--- src/design/bhdt_pkg.sv ---
// ----------------------------------------------------------------------------
// Bump heap descriptor table package
// Shared types and constants for the bump heap bookkeeping block.
// ----------------------------------------------------------------------------
package bhdt_pkg;

   localparam int ADDR_W = 12;
   localparam int SIZE_W = 13;

   typedef enum logic [1:0] {
      FUNC_ALLOC   = 2'd0,
      FUNC_FREE    = 2'd1,
      FUNC_REALLOC = 2'd2,
      FUNC_QUERY   = 2'd3
   } func_type;

   typedef enum logic [2:0] {
      ST_IDLE,
      ST_SEARCH,
      ST_DECIDE,
      ST_SHIFT,
      ST_TAIL,
      ST_RESP
   } state_type;

   typedef struct packed {
      logic [ADDR_W-1:0] addr;
      logic [SIZE_W-1:0] size;
   } entry_type;

   typedef struct packed {
      func_type          func;
      logic [ADDR_W-1:0] addr;
      logic [SIZE_W-1:0] size;
   } request_type;

   typedef struct packed {
      logic              ok;
      logic [ADDR_W-1:0] addr;
      logic [SIZE_W-1:0] freed;
      logic [SIZE_W-1:0] free;
   } result_type;

endpackage

--- src/design/bhdt_ctrl.sv ---
// ----------------------------------------------------------------------------
// Bump heap controller
// Holds the heap counters and walks the descriptor table to look up,
// update and compact entries.
// ----------------------------------------------------------------------------
module bhdt_ctrl #(
   parameter int HEAP_BYTES  = 4096,
   parameter int DESC_BYTES  = 16,
   parameter int MAX_ENTRIES = 256
) (
   input  logic                             clock,
   input  logic                             reset,
   input  logic                             req_valid,
   output logic                             req_ready,
   input  bhdt_pkg::request_type            req,
   output logic                             res_valid,
   input  logic                             res_ready,
   output bhdt_pkg::result_type             res,
   output logic                             mem_wr_en,
   output logic [$clog2(MAX_ENTRIES)-1:0]   mem_wr_idx,
   output bhdt_pkg::entry_type              mem_wr_entry,
   output logic                             mem_rd_en,
   output logic [$clog2(MAX_ENTRIES)-1:0]   mem_rd_idx,
   input  bhdt_pkg::entry_type              mem_rd_entry
);

   localparam int IW = $clog2(MAX_ENTRIES);
   localparam int CW = $clog2(MAX_ENTRIES + 1);
   localparam int HW = $clog2(HEAP_BYTES + 1);
   localparam int AW = bhdt_pkg::ADDR_W;
   localparam int SW = bhdt_pkg::SIZE_W;
   localparam int XW = ((HW > SW) ? HW : SW) + 1;

   bhdt_pkg::state_type   state_ff, state_in;
   bhdt_pkg::request_type op_ff, op_in;
   logic [CW-1:0]         count_ff, count_in;
   logic [HW-1:0]         bump_ff, bump_in;
   logic [HW-1:0]         space_ff, space_in;
   logic [CW-1:0]         scan_ff, scan_in;
   logic                  rd_vld_ff, rd_vld_in;
   logic [IW-1:0]         rd_idx_ff, rd_idx_in;
   logic [IW-1:0]         hit_idx_ff, hit_idx_in;
   logic [SW-1:0]         hit_size_ff, hit_size_in;
   logic                  hit_last_ff, hit_last_in;
   logic                  append_ff, append_in;
   logic                  res_ok_ff, res_ok_in;
   logic [AW-1:0]         res_addr_ff, res_addr_in;
   logic [SW-1:0]         res_freed_ff, res_freed_in;

   logic [XW-1:0] space_x;
   logic [XW-1:0] desc_x;
   logic [SW-1:0] size_sel;
   logic [XW-1:0] need_x;
   logic          room;
   logic          rd_match;
   logic          rd_last;
   logic [SW-1:0] grow_d;
   logic [SW-1:0] shrink_d;

   assign space_x  = XW'(space_ff);
   assign desc_x   = XW'(DESC_BYTES);
   assign size_sel = (state_ff == bhdt_pkg::ST_IDLE) ? req.size : op_ff.size;
   assign need_x   = XW'(size_sel) + desc_x;
   assign room     = (size_sel != '0) && (count_ff != CW'(MAX_ENTRIES)) && (space_x >= need_x);
   assign rd_match = rd_vld_ff && (mem_rd_entry.addr == op_ff.addr);
   assign rd_last  = ((CW'(rd_idx_ff) + CW'(1)) == count_ff);
   assign grow_d   = op_ff.size - hit_size_ff;
   assign shrink_d = hit_size_ff - op_ff.size;

   always_ff @(posedge clock) begin
      if (reset) begin
         state_ff  <= bhdt_pkg::ST_IDLE;
         count_ff  <= '0;
         bump_ff   <= '0;
         space_ff  <= HW'(HEAP_BYTES);
         rd_vld_ff <= 1'b0;
      end else begin
         state_ff  <= state_in;
         count_ff  <= count_in;
         bump_ff   <= bump_in;
         space_ff  <= space_in;
         rd_vld_ff <= rd_vld_in;
      end
   end

   always_ff @(posedge clock) begin
      op_ff        <= op_in;
      scan_ff      <= scan_in;
      rd_idx_ff    <= rd_idx_in;
      hit_idx_ff   <= hit_idx_in;
      hit_size_ff  <= hit_size_in;
      hit_last_ff  <= hit_last_in;
      append_ff    <= append_in;
      res_ok_ff    <= res_ok_in;
      res_addr_ff  <= res_addr_in;
      res_freed_ff <= res_freed_in;
   end

   always_comb begin
      state_in     = state_ff;
      op_in        = op_ff;
      count_in     = count_ff;
      bump_in      = bump_ff;
      space_in     = space_ff;
      scan_in      = scan_ff;
      rd_vld_in    = 1'b0;
      rd_idx_in    = rd_idx_ff;
      hit_idx_in   = hit_idx_ff;
      hit_size_in  = hit_size_ff;
      hit_last_in  = hit_last_ff;
      append_in    = append_ff;
      res_ok_in    = res_ok_ff;
      res_addr_in  = res_addr_ff;
      res_freed_in = res_freed_ff;
      mem_wr_en    = 1'b0;
      mem_wr_idx   = '0;
      mem_wr_entry = '0;
      mem_rd_en    = 1'b0;
      mem_rd_idx   = scan_ff[IW-1:0];

      unique case (state_ff)
         bhdt_pkg::ST_IDLE: begin
            if (req_valid) begin
               op_in        = req;
               res_ok_in    = 1'b0;
               res_addr_in  = '0;
               res_freed_in = '0;
               append_in    = 1'b0;
               scan_in      = '0;
               state_in     = bhdt_pkg::ST_RESP;
               unique case (req.func) inside
                  bhdt_pkg::FUNC_ALLOC: begin
                     if (room) begin
                        mem_wr_en    = 1'b1;
                        mem_wr_idx   = count_ff[IW-1:0];
                        mem_wr_entry = '{addr: AW'(bump_ff), size: req.size};
                        count_in     = count_ff + CW'(1);
                        bump_in      = HW'(XW'(bump_ff) + XW'(req.size));
                        space_in     = HW'(space_x - need_x);
                        res_ok_in    = 1'b1;
                        res_addr_in  = AW'(bump_ff);
                     end
                  end
                  bhdt_pkg::FUNC_FREE, bhdt_pkg::FUNC_REALLOC: begin
                     if ((count_ff != '0) &&
                         !((req.func == bhdt_pkg::FUNC_REALLOC) && (req.size == '0))) begin
                        state_in = bhdt_pkg::ST_SEARCH;
                     end
                  end
                  bhdt_pkg::FUNC_QUERY: begin
                     res_ok_in = 1'b1;
                  end
                  default: begin
                     res_ok_in = 1'b0;
                  end
               endcase
            end
         end

         bhdt_pkg::ST_SEARCH: begin
            if (scan_ff != count_ff) begin
               mem_rd_en  = 1'b1;
               mem_rd_idx = scan_ff[IW-1:0];
               rd_vld_in  = 1'b1;
               rd_idx_in  = scan_ff[IW-1:0];
               scan_in    = scan_ff + CW'(1);
            end
            if (rd_match) begin
               hit_idx_in  = rd_idx_ff;
               hit_size_in = mem_rd_entry.size;
               hit_last_in = rd_last;
               state_in    = bhdt_pkg::ST_DECIDE;
            end else if (rd_vld_ff && rd_last) begin
               state_in = bhdt_pkg::ST_RESP;
            end
         end

         bhdt_pkg::ST_DECIDE: begin
            state_in = bhdt_pkg::ST_RESP;
            if (op_ff.func == bhdt_pkg::FUNC_FREE) begin
               res_ok_in    = 1'b1;
               res_freed_in = hit_size_ff;
               space_in     = HW'(space_x + desc_x);
               if (hit_last_ff) begin
                  count_in = count_ff - CW'(1);
               end else begin
                  scan_in  = CW'(hit_idx_ff) + CW'(1);
                  state_in = bhdt_pkg::ST_SHIFT;
               end
            end else if (op_ff.size == hit_size_ff) begin
               res_ok_in   = 1'b1;
               res_addr_in = op_ff.addr;
            end else if (op_ff.size < hit_size_ff) begin
               mem_wr_en    = 1'b1;
               mem_wr_idx   = hit_idx_ff;
               mem_wr_entry = '{addr: op_ff.addr, size: op_ff.size};
               res_ok_in    = 1'b1;
               res_addr_in  = op_ff.addr;
               if (hit_last_ff) begin
                  space_in = HW'(space_x + XW'(shrink_d));
                  bump_in  = HW'(XW'(bump_ff) - XW'(shrink_d));
               end
            end else if (hit_last_ff) begin
               if (space_x >= XW'(grow_d)) begin
                  mem_wr_en    = 1'b1;
                  mem_wr_idx   = hit_idx_ff;
                  mem_wr_entry = '{addr: op_ff.addr, size: op_ff.size};
                  space_in     = HW'(space_x - XW'(grow_d));
                  bump_in      = HW'(XW'(bump_ff) + XW'(grow_d));
                  res_ok_in    = 1'b1;
                  res_addr_in  = op_ff.addr;
               end
            end else if (room) begin
               // The block moves: it is appended at the bump pointer once the
               // table has been compacted over the old entry.
               res_ok_in   = 1'b1;
               res_addr_in = AW'(bump_ff);
               bump_in     = HW'(XW'(bump_ff) + XW'(op_ff.size));
               space_in    = HW'(space_x - XW'(op_ff.size));
               append_in   = 1'b1;
               scan_in     = CW'(hit_idx_ff) + CW'(1);
               state_in    = bhdt_pkg::ST_SHIFT;
            end
         end

         bhdt_pkg::ST_SHIFT: begin
            if (scan_ff != count_ff) begin
               mem_rd_en  = 1'b1;
               mem_rd_idx = scan_ff[IW-1:0];
               rd_vld_in  = 1'b1;
               rd_idx_in  = scan_ff[IW-1:0];
               scan_in    = scan_ff + CW'(1);
            end
            if (rd_vld_ff) begin
               mem_wr_en    = 1'b1;
               mem_wr_idx   = rd_idx_ff - IW'(1);
               mem_wr_entry = mem_rd_entry;
               if (rd_last) begin
                  state_in = bhdt_pkg::ST_TAIL;
               end
            end
         end

         bhdt_pkg::ST_TAIL: begin
            if (append_ff) begin
               mem_wr_en    = 1'b1;
               mem_wr_idx   = IW'(count_ff - CW'(1));
               mem_wr_entry = '{addr: res_addr_ff, size: op_ff.size};
            end else begin
               count_in = count_ff - CW'(1);
            end
            state_in = bhdt_pkg::ST_RESP;
         end

         bhdt_pkg::ST_RESP: begin
            if (res_ready) begin
               state_in = bhdt_pkg::ST_IDLE;
            end
         end

         default: begin
            state_in = bhdt_pkg::ST_IDLE;
         end
      endcase
   end

   assign req_ready = (state_ff == bhdt_pkg::ST_IDLE);
   assign res_valid = (state_ff == bhdt_pkg::ST_RESP);
   assign res       = '{ok: res_ok_ff, addr: res_addr_ff, freed: res_freed_ff,
                        free: SW'(space_ff)};

endmodule

--- config.mk ---
export PLATFORM = sky130hd
export DESIGN_NAME = bhdt_ctrl
export DESIGN_NICKNAME = d
export VERILOG_FILES = /design/src/design/bhdt_pkg.sv /design/src/design/bhdt_ctrl.sv
export SDC_FILE = /design/constraint.sdc
export NUM_CORES = 1
export LEC_CHECK = 0
export BUFFER_PORTS_ARGS = -buffer_cell sky130_fd_sc_hd__buf_4
export CORE_MARGIN = 8
export CORE_UTILIZATION = 45
export CTS_CLUSTER_SIZE = 40
export DETAILED_ROUTE_END_ITERATION = 12
export PLACE_DENSITY_LB_ADDON = 0.15
export SYNTH_ARGS = -nofsm -noshare
export SYNTH_HDL_FRONTEND = slang
export SYNTH_SLANG_ARGS = --single-unit
--- constraint.sdc ---
create_clock -name clock -period 11.57 [get_ports clock]
set_input_delay 0.5785 -clock clock [delete_from_list [all_inputs] [get_ports clock]]
set_output_delay 0.5785 -clock clock [all_outputs]
set_load 0.05 [all_outputs]
==> flow_summary_export.csv, run 1 <==
group,metric,value,unit
outcome,run_status,"completed",
detailed_routing,vias,11300,
min_path,hold_depth,1,
clocking,htreeDepth,4,
clocking,clockBufferDepth,2,
placement,dpl-instance-area,0.0132,mm²
placement,post-place-cells,1825,
detailed_routing,drt-total-wl,41700,µm
synthesis,synth_edf_count,93,
synthesis,synth.most_common_cell,"nor2_1",
synthesis,synth_common_cells,"nor2_1 (152), nand2_1 (118), ha_1 (98)",
cells_and_area,final_area,0.0138,mm²
synthesis,ys_seq_area_share,29.5,%
synthesis,synthCells,1416,
sta,setup_tns,0,ns
synthesis,ys_types,77,
floorplanning,core_area,0.0267,mm²
clocking,cts.clk_slew.worst_paths,0.07,ns
critical_path,slowest_delay,0.83,ns
clocking,cts.sinks,131,
clocking,cts_hold_buffers,0,
detailed_routing,postRouteAntennaNets,0,
floorplanning,initial_core_util,45.2,%
sta,hold_violations,0,
grt,overflow,0,
grt,grt_max_degree,51,
floorplanning,fp.dieH,180,µm
power,leakagePower,0.00598,µW
synthesis,ys_ff_latch,131,
sta,slew_violations,0,
clocking,post-cts-setup-buffer-count,0,
power,power.density,201,mW/mm²
sta,worst_slew_pin_slew,1.20,ns
sta,fmax,144,MHz
critical_path,cp.arrival,6.36,ns
floorplanning,io_pins,140,
synthesis,netlist_area,0.0121,mm²
power,ir_drop,0.163,mV
critical_path,cp-end-kind,"output pin",
critical_path,crit_top_cell,"inv_1",
synthesis,synthArstFlopShare,0,%
synthesis,yosysTopAreaCell,"edfxtp_1",
synthesis,synth_area_leaders,"edfxtp_1 (23%), ha_1 (10%), dfxtp_1 (6.3%)",
grt,grt_pass1_wl,63800,µm
sta,period_needed,6.94,ns
clocking,numCtsBuffers,17,
detailed_routing,drt_pre_antenna_iters,8,
min_path,hp-class,"input port to register",
synthesis,yosysTopAreaCellShare,23.2,%
synthesis,ys.flop_type,"edfxtp_1",
cells_and_area,finalNonFillerCells,1857,
critical_path,crit_chain,"inv_1 -> ha_1 -> nor2b_1 -> o211ai_1 -> a21oi_1 -> o41ai_1 -> xnor2_1 -> inv_1 -> ha_1 -> and3_1 -> nand2_1 -> nor3_1 -> o31a_1 -> a311o_1 -> nand2_1 -> a211oi_2 -> buf_4 -> or2_0 -> a222oi_1 -> inv_1 -> buf_4",
synthesis,syn_avg_cell_area,8.51,µm²
floorplanning,die_w,180,µm
critical_path,startpoint_type,"register",
cells_and_area,seqCellArea,0.00355,mm²
cells_and_area,drive_gt1_share,13.9,%
critical_path,r2r_cells,23,
grt,gr-usage-all-layers,25.1,%
detailed_routing,first_iter_violations,1189,
cells_and_area,synthToLayoutAreaGrowth,14.6,%
sta,slew_headroom,19.9,%
critical_path,critical_path_depth,21,
critical_path,slowest_stage,"o41ai_1",
synthesis,yosysWarnings,0,
sta,rsz0062_at_grt,"false",
grt,grt_pass1_vias,10700,
sta,fin_crit_sh,60.0,%
placement,dp_hpwl,31700,µm
cells_and_area,antenna-diode-count,0,
cells_and_area,nNetsFinal,1664,
placement,gp_congestion,0.964,
synthesis,syn-num-nets,1577,
cells_and_area,fillers,2500,
sta,setup_violations,0,
cells_and_area,multi_input_area,0.00781,mm²
job,drv_cap,0,
grt,antenna_found_initial,1,
sta,fin_skew,0.0178,ns
clocking,clock_latency,0.44,ns
floorplanning,num_rows,60,
critical_path,cp_top_family,"compound AO/OA/AOI/OAI gates",
clocking,root_buffer,"clkbuf_16",
critical_path,crit_buf_inv,5,
clocking,cts_tree,"yes",
detailed_routing,drt-wirelength-per-cell,22.5,µm
critical_path,cp.required,10.99,ns
floorplanning,dieArea,0.0323,mm²
clocking,cts_resized,0,
sta,hold_ws,0.319,ns
detailed_routing,drc_errors,0,
critical_path,crit_type,"register to output pin",
placement,port_buffers,139,
detailed_routing,via_per_inst,6.08,
critical_path,worstPathMaxFanout,21,
==> path summary, 6_finish.rpt <==
check | start | endpoint | slack, ns
max | op_ff[1] | mem_wr_entry[5] | 4.63
min | req[18] | op_ff[18] | 0.32
max reg2reg | op_ff[1] | bump_ff[10] | 5.55
min reg2reg | space_ff[0] | space_ff[0] | 0.54
==> layer usage <==
layer | global-route usage, % | wire [µm] | part of all wire, % | up-vias
met5 | 0 | 0 | 0 | -
met4 | 7.74 | 1180 | 2.8 | 0
met3 | 4.74 | 2660 | 6.4 | 73
met2 | 41.3 | 19600 | 47 | 457
met1 | 32.8 | 18300 | 44 | 5410
li1 | - | - | - | 5351
==> registers in the layout, indices dropped and copies added (netlist names) <==
signal,count
count_ff,9
res_ok_ff,1
rd_idx_ff,8
bump_ff,12
rd_vld_ff,1
hit_idx_ff,8
hit_last_ff,1
hit_size_ff,13
append_ff,1
res_addr_ff,12
state_ff,3
space_ff,13
op_ff,27
res_freed_ff,13
scan_ff,9
==> placed cells by master, fill, tap and decap left out, drive strengths merged, types with 8 or more instances in the layout <==
| master | Yosys | layout |
|---|---|---|
| nand3 | 43 | 43 |
| a21oi | 88 | 88 |
| or3 | 11 | 11 |
| a222oi | 26 | 26 |
| nor2 | 153 | 153 |
| nor3 | 41 | 41 |
| xor2 | 60 | 60 |
| a211oi | 22 | 22 |
| buf | 36 | 151 |
| inv | 81 | 91 |
| mux2i | 25 | 25 |
| o211ai | 13 | 13 |
| a22o | 14 | 14 |
| and2 | 12 | 12 |
| clkbuf | 47 | 17 |
| nand4 | 14 | 14 |
| xnor2 | 84 | 84 |
| a221o | 8 | 8 |
| nand2b | 10 | 10 |
| a21o | 31 | 31 |
| nor2b | 18 | 18 |
| ha | 98 | 98 |
| nand2 | 119 | 119 |
| dfxtp | 38 | 38 |
| o21a | 18 | 18 |
| edfxtp | 93 | 93 |
| nor4 | 16 | 16 |
| o21ai | 68 | 68 |
| and3 | 20 | 20 |
==> stage by stage <==
step	setup slack (ns)	util [%]	total power, µW
2_1_floorplan	6.19	-	1820
6_report	4.63	51.8	2780
3_3_place_gp	5.36	49.6	2200
4_1_cts	4.76	51.8	2780
3_5_place_dp	5.26	49.6	2210
5_1_grt	4.25	51.8	2940
==> cell type report <==
type	count	share of cell area, %
Inverter	81	2.20
Tap cell	341	3.09
Clock inverter	15	1.16
Sequential cell	131	25.7
Clock buffer	17	3.08
Timing Repair Buffer	151	8.21
Multi-Input combinational cell	1121	56.5
==> logic make-up (layout without fill, tap and decap cells) <==
logic type      after synthesis  after routing  share of synthesized area, %
compound gates              368            368                          21.6
xor+xnor                    144            144                          10.5
fa+ha+maj                   105            105                          11.3
buf+inv                     164            264                          5.82
flops                       131            131                          29.5
mux                          31             31                          2.64
simple gates                473            473                          18.7
==> power by group <==
| part | leakage (µW) | internal (µW) | switching, µW |
|---|---|---|---|
| sequential | 0.00120 | 612 | 140 |
| combinational | 0.00449 | 547 | 922 |
| clock | 0.000290 | 290 | 271 |
| total | 0.00598 | 1450 | 1330 |
(Power assumes the default switching activity.)
==> inputs of run 2 (changes only) <==
clock period = 5.9 ns   (was 11.57 ns; I/O delays follow)
==> flow_summary_export.csv, run 2 (same netlist as run 1, synthesis figures left out) <==
group,metric,value,unit
placement,dp_hpwl,33000,µm
detailed_routing,first_iter_violations,1147,
detailed_routing,drt-wirelength-per-cell,22.8,µm
grt,overflow,0,
placement,preCtsSetupSlack,0.396,ns
floorplanning,num_rows,60,
sta,rsz0062_at_grt,"false",
min_path,hp-class,"input port to register",
cells_and_area,largest_register_ffs,27,
critical_path,crit_buf_inv,3,
detailed_routing,vias,11300,
floorplanning,io_pins,140,
critical_path,r2r_cells,24,
critical_path,startpoint_type,"register",
cells_and_area,fin_util,52.3,%
critical_path,worstPathMaxFanout,14,
sta,slew_headroom,20.4,%
sta,hold_ws,0.0315,ns
critical_path,timing.rr.end,"bump_ff[10]",
sta,setup_violations,0,
critical_path,r2r_slack,0.56,ns
detailed_routing,via_per_inst,6.05,
sta,fin_crit_sh,96.0,%
placement,port_buffers,139,
grt,antenna_found_initial,0,
critical_path,critical_path_depth,18,
floorplanning,dieArea,0.0323,mm²
critical_path,crit_type,"register to output pin",
sta,slew_violations,0,
critical_path,r2r-start,"op_ff[8]",
grt,grt_max_degree,40,
detailed_routing,drt_pre_antenna_iters,8,
sta,setup_tns,0,ns
floorplanning,fp.dieH,180,µm
job,drv_cap,0,
floorplanning,initial_core_util,45.2,%
sta,fmax,177,MHz
critical_path,slowest_stage,"edfxtp_1",
floorplanning,core_area,0.0267,mm²
floorplanning,die_w,180,µm
outcome,run_status,"completed",
clocking,htreeDepth,4,
critical_path,crit_path_start,"op_ff[7]",
clocking,clock_latency,0.44,ns
cells_and_area,drive_gt1_share,15.2,%
detailed_routing,drt-total-wl,42700,µm
clocking,clockBufferDepth,2,
grt,grt_pass1_vias,10900,
detailed_routing,postRouteAntennaNets,0,
cells_and_area,nNetsFinal,1679,
critical_path,slowest_delay,0.47,ns
critical_path,crit_chain,"inv_1 -> ha_1 -> and4_4 -> and3_1 -> a2111oi_2 -> xor2_1 -> ha_1 -> and3_1 -> nand2_1 -> nor3_1 -> o31a_1 -> a311o_1 -> nand2_1 -> a211oi_2 -> or2_2 -> a222oi_1 -> inv_1 -> buf_4",
power,leakagePower,0.00605,µW
clocking,cts.clk_slew.worst_paths,0.07,ns
critical_path,cp.arrival,5.37,ns
cells_and_area,synthToLayoutAreaGrowth,15.7,%
clocking,root_buffer,"clkbuf_16",
clocking,cts_tree,"yes",
sta,fin_ws,0.239,ns
critical_path,cp-end-kind,"output pin",
power,ir_drop,0.301,mV
critical_path,cp.required,5.61,ns
cells_and_area,regMostFlops,"op_ff",
cells_and_area,antenna-diode-count,0,
placement,gp_congestion,0.968,
grt,gr-usage-all-layers,25.6,%
grt,grt_pass1_wl,65100,µm
clocking,cts.sinks,131,
critical_path,cp_top_family,"compound AO/OA/AOI/OAI gates",
cells_and_area,layout_common_cells,"buf_4 (166), nor2_1 (152), nand2_1 (118)",
clocking,numCtsBuffers,17,
power,power.density,396,mW/mm²
clocking,cts_hold_buffers,0,
sta,worst_slew_pin_slew,1.19,ns
detailed_routing,drc_errors,0,
cells_and_area,layout_commonest_cell,"buf_4",
sta,fin_skew,0.0164,ns
sta,hold_violations,0,
sta,period_needed,5.66,ns
critical_path,worstSetupEndpoint,"mem_wr_entry[5]",
[run 2: through the flow]
| stage | cell area, µm² | total power [µW] | cells |
|---|---|---|---|
| 3_3_place_gp | 13300 | 4340 | 1838 |
| 6_report | 14000 | 5520 | 1872 |
| 3_5_place_dp | 13300 | 4350 | 1838 |
| 4_1_cts | 13900 | 5510 | 1870 |
| 5_1_grt | 14000 | 5840 | 1872 |
| 2_1_floorplan | 12100 | 3570 | 1416 |
[run 2: how the worst min path moves through the flow]
stage                    startpoint              to  cells after the start
global placement            req[15]       op_ff[15]                      1
finish                      req[20]       op_ff[20]                      1
CTS                         req[17]       op_ff[17]                      1
detailed placement          req[24]       op_ff[24]                      1
floorplan           mem_rd_entry[0]  hit_size_ff[0]                      0
global route                req[18]       op_ff[18]                      1
[run 2: repair_timing]
| item | CTS | global route |
|---|---|---|
| endpoints found under the setup margin | 14 | 27 |
| buffers inserted | 0 | 2 |
| resized for setup | 1 | 12 |
| cloned | 0 | 0 |
| pin swaps | 0 | 0 |
[run 2: worst reg2reg max path: stages (launching register included)]
cell and delay, ns:
edfxtp_1 0.45, inv_2 0.13, ha_1 0.46, a21oi_1 0.10
o21ai_0 0.26, o21bai_1 0.15, o41ai_1 0.09, buf_4 0.16
o21a_1 0.20, nor2_1 0.33, nor2_1 0.10, a21oi_1 0.32
o21ai_0 0.19, ha_1 0.29, fa_1 0.41, a21o_1 0.18
a21oi_1 0.23, o21bai_1 0.09, a21oi_1 0.25, o21ai_0 0.20
a21o_1 0.21, a21oi_1 0.16, xnor2_1 0.13, mux2i_1 0.09
nor2_1 0.11
[run 2: final cells by class]
| type | count | area, µm² |
|---|---|---|
| flip-flops and latches | 131 | 3550 |
| clock inverters | 15 | 173 |
| fillers | 2555 | 12700 |
| multi-input cells | 1121 | 7820 |
| inverters | 81 | 307 |
| repair buffers | 166 | 1250 |
| well taps | 341 | 427 |
| clock buffers | 17 | 425 |
[run 2: metal layers]
layer  part of all wire, %  track usage (%)  vias to the layer above
li1                      -                -                     5386
met5                     0                0                        -
met2                    47             42.6                      491
met1                    44             33.6                     5384
met4                   2.2             7.00                        0
met3                   7.4             4.38                       64
[run 2: power by group]
part	leakage (µW)	switching [µW]	internal, µW
Clock	0.000287	500	635
Sequential	0.00120	251	1200
Combinational	0.00457	1840	1090
